$ cat src/hdl/mle_pkg.sv
package mle_pkg;

    localparam int QUEUE_DEPTH = 2;

    localparam int TIME_W = 16;
    localparam int CHAR_W = 8;
    localparam int CFG_INDEX_W = 3;
    localparam int SEG_W = 4;

    localparam logic [CHAR_W-1:0] ASCII_A = 8'h41;
    localparam logic [CHAR_W-1:0] ASCII_Z = 8'h5A;

    localparam logic [CFG_INDEX_W-1:0] CFG_DOT_ON = 3'd0;
    localparam logic [CFG_INDEX_W-1:0] CFG_DASH_ON = 3'd1;
    localparam logic [CFG_INDEX_W-1:0] CFG_ELEMENT_GAP = 3'd2;
    localparam logic [CFG_INDEX_W-1:0] CFG_LETTER_GAP = 3'd3;
    localparam logic [CFG_INDEX_W-1:0] CFG_UNKNOWN_GAP = 3'd4;

    localparam logic [TIME_W-1:0] DOT_ON_RESET = 16'd200;
    localparam logic [TIME_W-1:0] DASH_ON_RESET = 16'd600;
    localparam logic [TIME_W-1:0] ELEMENT_GAP_RESET = 16'd200;
    localparam logic [TIME_W-1:0] LETTER_GAP_RESET = 16'd1000;
    localparam logic [TIME_W-1:0] UNKNOWN_GAP_RESET = 16'd1000;

    // Bit i of dashes is element i of the letter, 1 for a dash.
    typedef struct packed {
        logic       known;
        logic [2:0] len;
        logic [3:0] dashes;
    } entry_t;

    function automatic entry_t morse_lookup(input logic [4:0] idx);
        entry_t e;
        e.known = 1'b1;
        case (idx)
            5'd0:    begin e.len = 3'd2; e.dashes = 4'b0010; end
            5'd1:    begin e.len = 3'd4; e.dashes = 4'b0001; end
            5'd2:    begin e.len = 3'd4; e.dashes = 4'b0101; end
            5'd3:    begin e.len = 3'd3; e.dashes = 4'b0001; end
            5'd4:    begin e.len = 3'd1; e.dashes = 4'b0000; end
            5'd5:    begin e.len = 3'd4; e.dashes = 4'b0100; end
            5'd6:    begin e.len = 3'd3; e.dashes = 4'b0011; end
            5'd7:    begin e.len = 3'd4; e.dashes = 4'b0000; end
            5'd8:    begin e.len = 3'd2; e.dashes = 4'b0000; end
            5'd9:    begin e.len = 3'd4; e.dashes = 4'b1110; end
            5'd10:   begin e.len = 3'd3; e.dashes = 4'b0101; end
            5'd11:   begin e.len = 3'd4; e.dashes = 4'b0010; end
            5'd12:   begin e.len = 3'd2; e.dashes = 4'b0011; end
            5'd13:   begin e.len = 3'd2; e.dashes = 4'b0001; end
            5'd14:   begin e.len = 3'd3; e.dashes = 4'b0111; end
            5'd15:   begin e.len = 3'd4; e.dashes = 4'b0110; end
            5'd16:   begin e.len = 3'd4; e.dashes = 4'b1011; end
            5'd17:   begin e.len = 3'd3; e.dashes = 4'b0010; end
            5'd18:   begin e.len = 3'd3; e.dashes = 4'b0000; end
            5'd19:   begin e.len = 3'd1; e.dashes = 4'b0001; end
            5'd20:   begin e.len = 3'd3; e.dashes = 4'b0100; end
            5'd21:   begin e.len = 3'd4; e.dashes = 4'b1000; end
            5'd22:   begin e.len = 3'd3; e.dashes = 4'b0110; end
            5'd23:   begin e.len = 3'd4; e.dashes = 4'b1001; end
            5'd24:   begin e.len = 3'd4; e.dashes = 4'b1101; end
            5'd25:   begin e.len = 3'd4; e.dashes = 4'b0011; end
            default: begin e.known = 1'b0; e.len = 3'd0; e.dashes = 4'b0000; end
        endcase
        return e;
    endfunction

endpackage

$ cat src/hdl/mle_front.sv
module mle_front (
    input  logic                            start,
    input  logic [mle_pkg::CHAR_W-1:0]      character,
    input  logic                            full,
    output logic                            push,
    output mle_pkg::entry_t                 entry
);

    logic                       is_letter;
    logic [mle_pkg::CHAR_W-1:0] offset;

    assign push = start && !full;
    assign is_letter = (character >= mle_pkg::ASCII_A) && (character <= mle_pkg::ASCII_Z);
    assign offset = character - mle_pkg::ASCII_A;

    always_comb
    begin
        if (is_letter)
        begin
            entry = mle_pkg::morse_lookup(offset[4:0]);
        end
        else
        begin
            entry.known = 1'b0;
            entry.len = 3'd0;
            entry.dashes = 4'b0000;
        end
    end

endmodule

$ cat src/hdl/mle_queue.sv
module mle_queue #(
    parameter int DEPTH = mle_pkg::QUEUE_DEPTH
) (
    input  logic            clk,
    input  logic            rst_n,
    input  logic            push,
    input  mle_pkg::entry_t push_entry,
    input  logic            pop,
    output logic            full,
    output logic            head_valid,
    output mle_pkg::entry_t head_entry
);

    localparam int PTR_W = $clog2(DEPTH);
    localparam int CNT_W = $clog2(DEPTH + 1);

    mle_pkg::entry_t  slot_reg [DEPTH];
    logic [PTR_W-1:0] wr_ptr_reg;
    logic [PTR_W-1:0] rd_ptr_reg;
    logic [CNT_W-1:0] count_reg;
    logic [PTR_W-1:0] wr_ptr_next;
    logic [PTR_W-1:0] rd_ptr_next;
    logic [CNT_W-1:0] count_next;

    assign full = (count_reg == CNT_W'(DEPTH));
    assign head_valid = (count_reg != '0);
    assign head_entry = slot_reg[rd_ptr_reg];

    always_comb
    begin
        wr_ptr_next = wr_ptr_reg;
        rd_ptr_next = rd_ptr_reg;
        count_next = count_reg;
        if (push)
        begin
            wr_ptr_next = (wr_ptr_reg == PTR_W'(DEPTH - 1)) ? '0 : wr_ptr_reg + 1'b1;
        end
        if (pop)
        begin
            rd_ptr_next = (rd_ptr_reg == PTR_W'(DEPTH - 1)) ? '0 : rd_ptr_reg + 1'b1;
        end
        if (push && !pop)
        begin
            count_next = count_reg + 1'b1;
        end
        else if (pop && !push)
        begin
            count_next = count_reg - 1'b1;
        end
    end

    always_ff @(posedge clk or negedge rst_n)
    begin
        if (!rst_n)
        begin
            wr_ptr_reg <= '0;
            rd_ptr_reg <= '0;
            count_reg <= '0;
        end
        else
        begin
            wr_ptr_reg <= wr_ptr_next;
            rd_ptr_reg <= rd_ptr_next;
            count_reg <= count_next;
        end
    end

    always_ff @(posedge clk)
    begin
        if (push)
        begin
            slot_reg[wr_ptr_reg] <= push_entry;
        end
    end

endmodule

$ cat src/hdl/mle_back.sv
module mle_back (
    input  logic                               clk,
    input  logic                               rst_n,
    input  logic                               cfg_wr_en,
    input  logic [mle_pkg::CFG_INDEX_W-1:0]    cfg_index,
    input  logic [mle_pkg::TIME_W-1:0]         cfg_data,
    input  logic                               head_valid,
    input  mle_pkg::entry_t                    head_entry,
    output logic                               pop,
    output logic                               strobe,
    output logic                               led_on,
    output logic [mle_pkg::TIME_W-1:0]         duration,
    output logic                               last_segment
);

    logic [mle_pkg::TIME_W-1:0] dot_on_reg;
    logic [mle_pkg::TIME_W-1:0] dash_on_reg;
    logic [mle_pkg::TIME_W-1:0] element_gap_reg;
    logic [mle_pkg::TIME_W-1:0] letter_gap_reg;
    logic [mle_pkg::TIME_W-1:0] unknown_gap_reg;

    logic                      active_reg;
    mle_pkg::entry_t           cur_reg;
    logic [mle_pkg::SEG_W-1:0] seg_reg;
    logic                      strobe_reg;
    logic                      led_on_reg;
    logic [mle_pkg::TIME_W-1:0] duration_reg;
    logic                      last_reg;

    logic [mle_pkg::SEG_W-1:0] last_idx;
    logic                      finishing;
    logic                      led_on_next;
    logic [mle_pkg::TIME_W-1:0] duration_next;
    logic                      last_next;

    assign last_idx = cur_reg.known ? {cur_reg.len, 1'b0} : mle_pkg::SEG_W'(1);
    assign finishing = active_reg && (seg_reg == last_idx);
    assign pop = head_valid && (!active_reg || finishing);

    always_comb
    begin
        led_on_next = 1'b0;
        last_next = 1'b0;
        if (seg_reg == last_idx)
        begin
            duration_next = letter_gap_reg;
            last_next = 1'b1;
        end
        else if (!cur_reg.known)
        begin
            duration_next = unknown_gap_reg;
        end
        else if (!seg_reg[0])
        begin
            led_on_next = 1'b1;
            duration_next = cur_reg.dashes[seg_reg[2:1]] ? dash_on_reg : dot_on_reg;
        end
        else
        begin
            duration_next = element_gap_reg;
        end
    end

    always_ff @(posedge clk or negedge rst_n)
    begin
        if (!rst_n)
        begin
            dot_on_reg <= mle_pkg::DOT_ON_RESET;
            dash_on_reg <= mle_pkg::DASH_ON_RESET;
            element_gap_reg <= mle_pkg::ELEMENT_GAP_RESET;
            letter_gap_reg <= mle_pkg::LETTER_GAP_RESET;
            unknown_gap_reg <= mle_pkg::UNKNOWN_GAP_RESET;
        end
        else if (cfg_wr_en)
        begin
            case (cfg_index)
                mle_pkg::CFG_DOT_ON:      dot_on_reg <= cfg_data;
                mle_pkg::CFG_DASH_ON:     dash_on_reg <= cfg_data;
                mle_pkg::CFG_ELEMENT_GAP: element_gap_reg <= cfg_data;
                mle_pkg::CFG_LETTER_GAP:  letter_gap_reg <= cfg_data;
                mle_pkg::CFG_UNKNOWN_GAP: unknown_gap_reg <= cfg_data;
                default:                  ;
            endcase
        end
    end

    always_ff @(posedge clk or negedge rst_n)
    begin
        if (!rst_n)
        begin
            active_reg <= 1'b0;
            cur_reg <= '0;
            seg_reg <= '0;
            strobe_reg <= 1'b0;
            led_on_reg <= 1'b0;
            duration_reg <= '0;
            last_reg <= 1'b0;
        end
        else
        begin
            strobe_reg <= active_reg;
            led_on_reg <= led_on_next;
            duration_reg <= duration_next;
            last_reg <= last_next;
            if (pop)
            begin
                active_reg <= 1'b1;
                cur_reg <= head_entry;
                seg_reg <= '0;
            end
            else if (finishing)
            begin
                active_reg <= 1'b0;
            end
            else if (active_reg)
            begin
                seg_reg <= seg_reg + 1'b1;
            end
        end
    end

    assign strobe = strobe_reg;
    assign led_on = led_on_reg;
    assign duration = duration_reg;
    assign last_segment = last_reg;

`ifndef NO_ASSERTIONS
    a_last_is_dark: assert property (@(posedge clk) disable iff (!rst_n)
        strobe_reg && last_reg |-> !led_on_reg)
        else $error("Letter gap segment is not dark.");

    a_on_then_gap: assert property (@(posedge clk) disable iff (!rst_n)
        strobe_reg && led_on_reg |=> strobe_reg && !led_on_reg && !last_reg)
        else $error("Lit segment not followed by an element gap.");

    a_active_emits: assert property (@(posedge clk) disable iff (!rst_n)
        active_reg && !finishing |=> active_reg && strobe_reg)
        else $error("Character stopped before its letter gap.");
`endif

endmodule

$ cat src/hdl/morse_letter_encoder_top.sv
// Channel   Direction  Transfer rule              Signals
// input     in         start && !busy at edge     character
// result    out        strobe, one cycle each     led_on, duration, last_segment
// config    in         cfg_wr_en at edge          cfg_index, cfg_data
//
// The back sequencer gives one segment per cycle, 2 to 9 segments per character.
// A character waits in the queue, then in the sequencer's character register, then leaves via the output registers.
// busy is high while the character queue of QUEUE_DEPTH entries is full.
// Reset restores the timing registers to their defaults and empties the queue.
// The receiver cannot stall, so results never wait.
module morse_letter_encoder_top #(
    parameter int QUEUE_DEPTH = mle_pkg::QUEUE_DEPTH
) (
    input  logic                               clk,
    input  logic                               rst_n,
    input  logic                               start,
    output logic                               busy,
    input  logic [mle_pkg::CHAR_W-1:0]         character,
    output logic                               strobe,
    output logic                               led_on,
    output logic [mle_pkg::TIME_W-1:0]         duration,
    output logic                               last_segment,
    input  logic                               cfg_wr_en,
    input  logic [mle_pkg::CFG_INDEX_W-1:0]    cfg_index,
    input  logic [mle_pkg::TIME_W-1:0]         cfg_data
);

    logic            push;
    logic            pop;
    logic            full;
    logic            head_valid;
    mle_pkg::entry_t push_entry;
    mle_pkg::entry_t head_entry;

    assign busy = full;

    mle_front u_front (
        .start     (start),
        .character (character),
        .full      (full),
        .push      (push),
        .entry     (push_entry)
    );

    mle_queue #(
        .DEPTH (QUEUE_DEPTH)
    ) u_queue (
        .clk        (clk),
        .rst_n      (rst_n),
        .push       (push),
        .push_entry (push_entry),
        .pop        (pop),
        .full       (full),
        .head_valid (head_valid),
        .head_entry (head_entry)
    );

    mle_back u_back (
        .clk          (clk),
        .rst_n        (rst_n),
        .cfg_wr_en    (cfg_wr_en),
        .cfg_index    (cfg_index),
        .cfg_data     (cfg_data),
        .head_valid   (head_valid),
        .head_entry   (head_entry),
        .pop          (pop),
        .strobe       (strobe),
        .led_on       (led_on),
        .duration     (duration),
        .last_segment (last_segment)
    );

endmodule

$ cat config.mk
export PLATFORM = sky130hd
export DESIGN_NAME = morse_letter_encoder_top
export DESIGN_NICKNAME = d
export VERILOG_FILES = /design/src/hdl/mle_pkg.sv /design/src/hdl/mle_front.sv /design/src/hdl/mle_queue.sv /design/src/hdl/mle_back.sv /design/src/hdl/morse_letter_encoder_top.sv
export SDC_FILE = /design/constraint.sdc
export NUM_CORES = 1
export LEC_CHECK = 0
export BUFFER_PORTS_ARGS = -buffer_cell sky130_fd_sc_hd__buf_2
export CAP_MARGIN = 20
export CORE_MARGIN = 10
export CORE_UTILIZATION = 60
export CTS_CLUSTER_DIAMETER = 120
export DETAILED_ROUTE_END_ITERATION = 7
export GPL_ROUTABILITY_DRIVEN = 0
export PLACE_DENSITY = 0.86
export SLEW_MARGIN = 20
export SYNTH_ARGS = -nofsm -noshare
export SYNTH_HDL_FRONTEND = slang
export SYNTH_HIERARCHICAL = 1
export SYNTH_SLANG_ARGS = --single-unit
$ cat constraint.sdc
create_clock -name clk -period 3.03 [get_ports clk]
set_clock_uncertainty 0.1 [all_clocks]
set_input_delay 0.4545 -clock clk [delete_from_list [all_inputs] [get_ports clk]]
set_output_delay 0.4545 -clock clk [all_outputs]
set_load 0.03 [all_outputs]
Yosys cells after proc, flatten, opt, wreduce, memory -nomap -nowiden
Memory sizes are Yosys's and may differ from the RTL's. A register that Yosys moved wholly into a read port is not among the register bits. Index checks and enable logic that the tools add are counted. W data, S select, Z words.

Bits in writable memories: 16. Output and inout bits: 20. Register bits after elaboration: 108. Memories kept: 1.

Memories: u_queue.slot_reg (depth 2, bits a word 8, rd ports 1, clocked after Yosys merged registers in 1, write ports 1, line mle_queue.sv:17) `mle_pkg::entry_t slot_reg [DEPTH];`.

Equal/unequal tests: 32. Magnitude comparators: 3. Mux-type cells: 25. Add/sub/neg operators: 6. Reductions and logical operators: 25.

Operators with widths (count): $pmux W7 S26 (1); $mux W16 (4); $eq A5 B5 Y1 const B (10); $eq A5 B4 Y1 const B (8); $reduce_or A26 Y1 (1); $eq A5 B3 Y1 const B (4); $mux W4 (4); $mux W1 (12); $reduce_and A2 Y1 (6); $eq A5 B2 Y1 const B (2); $ge A8 B7 Y1 const B (1); $le A8 B7 Y1 const B (1); $mux W8 (1); $reduce_bool A2 Y1 (4); $eq A3 B2 Y1 const B (2); $logic_and A1 B1 Y1 (6); $eq A5 B1 Y1 const B (1); $logic_not A1 Y1 (5); $logic_not A5 Y1 (1); $sub A5 B1 Y5 const B (1); $add A4 B1 Y4 const B (1); $eq A4 B4 Y1 (1); $mux W2 (2); $eq A3 B1 Y1 const B (1); 10 further kinds (11).

Longest topological paths before layout
Gate-level depths: netlist of run 1.

Depth after elaboration: 8. Depth in mapped cells: 12. Mapped depth without buffers: 11.

Hierarchy
The synthesis of run 1 kept the hierarchy.

Modules (own cells, without submodules): mle_back (area each 5066.1 um2, seq. area each 2830.2 um2, cells an instance 397, times used 1); mle_queue (area each 773.2 um2, seq. area each 580.6 um2, cells an instance 41, times used 1); mle_front (area each 484.2 um2, seq. area each 0.0 um2, cells an instance 74, times used 1).

Least setup slack after synthesis of run 1
Ideal clock, no wire load.

Path type: register to register. Start: register u_back/seg_reg[0] (netlist bit). End: register u_queue.count_reg[1]. Setup time: 0.079 ns. Cell stages (with the launch flop): 13. Path buffers: 1. Path slack: 0.752 ns. Data arrival time: 2.099 ns. Cell sequence: dfrtp_1 inv_1 ha_1 a221o_1 nor3_2 buf_4 o21ai_4 inv_1 inv_1 ha_1 xor2_1 nor2_1 xor2_1.

Word-level cells in the longest chain between the ends: 7. Elaborated cells on any way between the ends: 9. Classes of those cells: eq/ne: 1; mux: 1; reduce/logical: 7.

Ends and longest elaborated chain: start: declaration (line mle_back.sv:24) `logic [mle_pkg::SEG_W-1:0] seg_reg;`; start signal: assignment (line mle_back.sv:117) `seg_reg <= seg_reg + 1'b1;`; $eq A4 B4 Y1 * (line mle_back.sv:37) `assign finishing = active_reg && (seg_reg == last_idx);`; $logic_and A1 B1 Y1 * (line mle_back.sv:37); $logic_or A1 B1 Y1 * (line mle_back.sv:38) `assign pop = head_valid && (!active_reg || finishing);`; $logic_and A1 B1 Y1 * (line mle_back.sv:38); via pop (line morse_letter_encoder_top.sv:29) `logic pop;`; $logic_not A1 Y1 (line mle_queue.sv:42) `if (push && !pop)`; $logic_and A1 B1 Y1 (line mle_queue.sv:42); $mux W2 / $reduce_bool A2 Y1 (equally long branches); end signal: assignment (line mle_queue.sv:64) `count_reg <= count_next;`; end: declaration (line mle_queue.sv:20) `logic [CNT_W-1:0] count_reg;`.

Mark *: on every way through the listed nets, which the timed path passes. The rest lies on a longest branch. A chain may end at the register's enable or synchronous reset.

Final worst setup path of run 1
Start: register, netlist name u_back/cur_reg[7]. End: register u_back/seg_reg[1] (netlist bit).

Word-level cells in the longest chain between the ends: 7. Elaborated cells on any way between the ends: 9. Classes of those cells: eq/ne: 2; mux: 2; reduce/logical: 5.

Ends and longest elaborated chain: $mux W4 * (line mle_back.sv:36) `assign last_idx = cur_reg.known ? {cur_reg.len, 1'b0} : mle_pkg::SEG_W'(1);`; $eq A4 B4 Y1 * (line mle_back.sv:37); $logic_and A1 B1 Y1 * (line mle_back.sv:37); $logic_or A1 B1 Y1 (line mle_back.sv:38); $logic_and A1 B1 Y1 (line mle_back.sv:38); $ne A2 B2 Y1 (no line) / $reduce_bool A2 Y1 (equally long branches); $reduce_and A2 Y1 (no line).

Every way passes the cells marked *; elsewhere a longest branch is shown, timed or not.

==> flow_metrics.tcl, run 1 <==
set metrics [dict create \
    wl_met2_um 6970 \
    final_common_cell "mux2_2" \
    cp-end-kind "flop" \
    clkTransAtPathRegs_ps 60 \
    ant_nets 0 \
    grt_usage 0.186 \
    synth_area_per_cell_um2 12.4 \
    peakVddDrop_mv 0.598 \
    grt_max_degree 82 \
    worst_ep_required_time_ps 3330 \
    synth_top_area_share 0.372 \
    synth_area_leaders "dfrtp_1 37%, mux2_2 17%, dfstp_2 9.1%" \
    cp.arrival_ps 2840 \
    ff2ff_path_depth 7 \
    top_layer "met4" \
    core_area_mm2 0.0103 \
    antenna_found_initial 0 \
    cts_resized 0 \
    design_area_mm2 0.00723 \
    syn_inst 512 \
    start_util 0.615 \
    synth-seq-area-share 0.539 \
    std_cell_rows 37 \
    rsz0062_at_grt "no" \
    hp-class "input pin to flop" \
    p_per_area_mw_per_mm2 1050 \
    dp_cells 675 \
    antenna_cells 0 \
    grt_pass1_wl_um 22200 \
    finalMaxSlewViolations 0 \
    critPathKind "flop to flop" \
    first_iter_violations 355 \
    dieWidth_um 123 \
    yosys_warnings 6 \
    layout_common_cells "97 x mux2_2, 94 x dfrtp_1, 60 x nand2_1" \
    grt_pass1_vias 4448 \
    synthArstFlopShare 0.879 \
    grt_overflow 0 \
    first_pass_iters 5 \
    area_delta_synth_final_pct 14.3 \
    cts_setup_buffers 0 \
    clk_path_buf_depth 2 \
    finalNonFillerCells 708 \
    holdPathStages 2 \
    status "completed" \
    place_ws_ps 591 \
    detail_route.vias_per_cell 6.00 \
    syn-num-nets 546 \
    h-tree-depth 4 \
    dieArea_mm2 0.0150 \
    critPathLaunchType "flop" \
    dpl-instance-area_mm2 0.00661 \
    ctsRootBufferMaster "clkbuf_8" \
    cts_tree "built" \
    setup_violations 0 \
    synth_flop_cell "dfrtp_1" \
    ys_types 55 \
    holdWs_ps 125 \
    drv_cap 0 \
    port_buffers 50 \
    reg2reg_slack_ps 490 \
    remaining_drc_errors 0 \
    timing.final.ws_setup_ps 487 \
    die_y_um 123 \
    wl_per_cell_um 19.3 \
    power_leakage_nw 3.16 \
    final_nets 593 \
    synth_seq_cells 132 \
    slew_headroom 0.551 \
    nFillCells 661 \
    worstMarginPinSlew_ps 672 \
    yosys.area.top_type "dfrtp_1" \
    dr_wl_met3_um 827 \
    cts_sinks 132 \
    final_hold_viol_count 0 \
    fmax_mhz 393 \
    ios 51 \
    cts_buffers 17 \
    synth_area_mm2 0.00632 \
    num_vias 4247 \
    wl_met1_um 5570 \
    finalPower_mw 7.55 \
    min_period_ps 2540 \
    hpwl_um 8350 \
    wirelength_um 13700 \
    post-route-period-util 0.839 \
    drive_gt1_frac 0.397 \
    clk-insertion-delay-late_ps 510 \
    final_util 0.703 \
    synth-edff-count 16 \
    crit_fanout 38 \
    tns_ps 0 \
]
[cells by family (layout without fill, tap and decap cells)]
| family | Yosys count | count (layout) | share of synthesized area |
|---|---|---|---|
| buffers and inverters | 43 | 103 | 0.0423 |
| multiplexers | 131 | 131 | 0.231 |
| adder cells (fa/ha/maj) | 3 | 3 | 0.00594 |
| flip-flops | 132 | 132 | 0.539 |
| AO/OA/AOI/OAI | 82 | 82 | 0.0841 |
| XOR/XNOR | 5 | 5 | 0.00692 |
| AND/OR/NAND/NOR | 116 | 116 | 0.0908 |
[report_power, final]
group	total, mW	switching [mW]	internal [mW]	leakage (nW)
sequential	2.73	0.350	2.38	1.52
combinational	2.77	1.59	1.18	1.34
clock	2.05	0.806	1.25	0.297
total	7.55	2.75	4.81	3.16
[worst max-delay path, stage by stage, from the launching register on]
cell	delay, ps
dfrtp_1	390
buf_4	400
a21bo_2	200
nand3_1	110
nor3_4	190
buf_4	400
nand2b_1	270
mux2_2	350
[cell usage after synthesis, types with 4 or more instances]
cell / count
buf_2: 8
inv_1: 8
o21ai_0: 16
dfstp_2: 22
mux2i_1: 32
mux2_2: 97
a21oi_1: 9
dfrtp_1: 94
nor2b_1: 5
nor2_1: 12
o21ai_1: 5
nand3_1: 5
nor3_1: 6
xor2_1: 4
buf_6: 9
o22ai_1: 35
edfxtp_1: 16
nand3b_1: 6
clkbuf_1: 10
buf_4: 5
nand2_1: 60
[worst paths after layout]
kind | start | to
worst max register to register | u_back/cur_reg[7]$_DFFE_PN0P_ | u_back/seg_reg[1]$_DFFE_PN0P_
worst min-delay path | cfg_data[10] | u_back/dash_on_reg[10]$_DFFE_PN0P_
worst max-delay path | u_back/cur_reg[7]$_DFFE_PN0P_ | u_back/seg_reg[1]$_DFFE_PN0P_
min in group asynchronous | rst_n | u_back/active_reg$_DFFE_PN0P_
max in group asynchronous | rst_n | u_back/element_gap_reg[3]$_DFFE_PN1P_
worst min register to register | u_back/letter_gap_reg[10]$_DFFE_PN0P_ | u_back/duration[10]$_DFF_PN0_
[timing repair]
item / 4_1_cts / 5_1_grt
hold buffers: 1 / 0
endpoints found under the hold margin: 23 / 0
endpoints found under the setup margin: 0 / 0
[cell type report]
type,instances,area (um2),area share
inverter,9,33.8,0.00467
clock buffer,18,439,0.0608
multi-input combinational,337,2650,0.367
sequential,132,3410,0.472
clock inverter,14,164,0.0227
timing repair buffer,62,358,0.0495
tap,136,170,0.0235
[metal layers]
| layer | global-route usage | vias to the layer above |
|---|---|---|
| met5 | 0 | - |
| met4 | 0.0795 | 0 |
| met3 | 0.0496 | 26 |
| met2 | 0.317 | 180 |
| met1 | 0.215 | 2087 |
| li1 | - | 1954 |
Power figures use the tool's default switching activity.
==> inputs of run 2 (changes only) <==
Settings changed: ABC_AREA set to 1, CORE_UTILIZATION 60 to 54, PLACE_DENSITY 0.86 to 0.82.
Clock period 3.03 ns to 2.3 ns, I/O delays scaled along.
==> flow_metrics.tcl, run 2 <==
set metrics [dict create \
    cts_tree "built" \
    yosys_warnings 6 \
    setup_violations 0 \
    grt_use_met1 0.240 \
    synth_area_per_cell_um2 8.49 \
    hp-class "input pin to flop" \
    use_met3 0.0476 \
    finalMaxSlewViolations 0 \
    dpl-instance-area_mm2 0.00676 \
    slew_headroom 0.577 \
    synth-seq-area-share 0.533 \
    clk_path_buf_depth 2 \
    std_cell_rows 39 \
    cts_buffers 17 \
    synth_top_area_share 0.368 \
    wl_per_cell_um 15.3 \
    ant_nets 0 \
    ys_types 38 \
    finalPower_mw 9.88 \
    ctsRootBufferMaster "clkbuf_16" \
    switchingPower_mw 3.71 \
    seqPwrFrac 0.352 \
    first_iter_violations 532 \
    dieArea_mm2 0.0166 \
    p_per_area_mw_per_mm2 1330 \
    design_area_mm2 0.00740 \
    grt_usage 0.182 \
    critPathKind "flop to flop" \
    power_leakage_nw 3.73 \
    synth_area_mm2 0.00640 \
    yosys.area.top_type "dfrtp_1" \
    first_pass_iters 5 \
    hpwl_um 9330 \
    synth_most_common_cell "nand2_1" \
    post-route-period-util 0.912 \
    rsz0062_at_grt "no" \
    port_buffers 50 \
    status "completed" \
    h-tree-depth 4 \
    die_y_um 129 \
    peakVddDrop_mv 0.660 \
    wirelength_um 14700 \
    synth_common_cells "184 x nand2_1, 104 x nor2_1, 94 x dfrtp_1" \
    antenna_cells 0 \
    p_sw_frac 0.376 \
    critPathLaunchType "flop" \
    nFillCells 913 \
    antenna_found_initial 0 \
    seq_area_mm2 0.00341 \
    clk-insertion-delay-late_ps 410 \
    worst_ep_required_time_ps 2510 \
    power_frac_comb 0.365 \
    start_util 0.556 \
    drive_gt1_frac 0.204 \
    num_vias 5265 \
    cp-end-kind "flop" \
    grt_max_degree 50 \
    cts_setup_buffers 0 \
    postCtsHoldBufs 1 \
    final_nets 839 \
    detail_route.vias_per_cell 5.48 \
    final_util 0.643 \
    cp.arrival_ps 2300 \
    syn-num-nets 788 \
    holdWs_ps 156 \
    clkTransAtPathRegs_ps 60 \
    internal_power_mw 6.16 \
    cts_resized 0 \
    min_period_ps 2100 \
    synth-edff-count 16 \
    top_usage_layer "met2" \
    grt_pass1_wl_um 24400 \
    synth_flop_cell "dfrtp_1" \
    crit_fanout 7 \
    grt_use_met2 0.283 \
    final_common_cell "nand2_1" \
    layout_common_cells "184 x nand2_1, 104 x nor2_1, 94 x dfrtp_1" \
    synth_seq_cells 132 \
    cts_sinks 132 \
    remaining_drc_errors 0 \
    grt_overflow 0 \
    synthArstFlopShare 0.879 \
    fmax_mhz 477 \
    clkPwrFrac 0.283 \
    area_delta_synth_final_pct 15.7 \
    drv_cap 0 \
    synth_area_leaders "dfrtp_1 37%, nand2_1 11%, dfstp_2 9.0%" \
    tns_ps 0 \
    ios 51 \
    worstMarginPinSlew_ps 634 \
    syn_inst 754 \
    multiInputGateArea_mm2 0.00249 \
    final_hold_viol_count 0 \
    grt_pass1_vias 4938 \
    dieWidth_um 129 \
    core_area_mm2 0.0115 \
]
==> run 2: final cells by class <==
| cell class | instances | area share |
|---|---|---|
| repair buffers | 66 | 0.0541 |
| clock buffers | 25 | 0.0740 |
| multi-input cells | 512 | 0.336 |
| flip-flops and latches | 132 | 0.461 |
| inverters | 76 | 0.0390 |
| clock inverters | 6 | 0.0115 |
| well taps | 143 | 0.0242 |
==> run 2: critical path, stage by stage, from the launching register on <==
cell and delay [ps]:
dfrtp_1 460, ha_1 330, inv_1 60, nand2_1 50, nor2_2 140, nand2_4 70, nand2_4 80, nand2_2 60
inv_2 50, inv_1 30, ha_1 290, inv_1 80, nand3_1 80, nand2_1 60, nand2_1 40
==> run 2: path summary, 6_finish.rpt <==
kind / from / end / slack [ps] / cells after the start
max in group asynchronous: rst_n / u_back/letter_gap_reg[9]$_DFFE_PN1P_ / 1210 / 3
min in group asynchronous: rst_n / u_queue/rd_ptr_reg$_DFFE_PN0P_ / 280 / 2
setup reg to reg: u_back/cur_reg[7]$_DFFE_PN0P_ / u_queue/count_reg[1]$_DFFE_PN0P_ / 200 / 14
hold / removal: cfg_data[8] / u_back/unknown_gap_reg[8]$_DFFE_PN1P_ / 160 / 3
setup / recovery: u_back/cur_reg[7]$_DFFE_PN0P_ / u_queue/count_reg[1]$_DFFE_PN0P_ / 200 / 14
hold reg to reg: u_back/cur_reg[0]$_DFFE_PN0P_ / u_back/cur_reg[0]$_DFFE_PN0P_ / 380 / 2
==> run 2: kinds of logic (layout without fill, tap and decap cells) <==
group / Yosys count / count (layout) / share of synthesized area
xor+xnor: 4 / 4 / 0.00548
buf+inv: 110 / 173 / 0.0776
simple gates: 384 / 384 / 0.264
fa+ha+maj: 3 / 3 / 0.00587
flops: 132 / 132 / 0.533
compound gates: 113 / 113 / 0.0948
mux: 8 / 8 / 0.0188
==> run 2: through the flow <==
stage | cells | worst slack [ps]
finish | 960 | 203
global route | 960 | 67.9
CTS | 960 | 203
detailed placement | 928 | 231
global placement | 928 | 297
floorplan | 754 | 1.85
==> run 2: per-layer routing <==
layer | up-vias | routed length (um)
met1 | 2483 | 6400
li1 | 2520 | -
met5 | - | 0
met2 | 236 | 6820
met4 | 0 | 255
met3 | 26 | 1230
==> run 2: power groups by stage <==
stage | Combinational (mW) | Sequential [mW] | Clock (mW)
floorplan | 2.49 | 3.68 | 0
global placement | 3.44 | 3.47 | 0
detailed placement | 3.54 | 3.49 | 0
CTS | 3.60 | 3.47 | 2.84
global route | 4.01 | 3.54 | 2.92
finish | 3.61 | 3.47 | 2.80
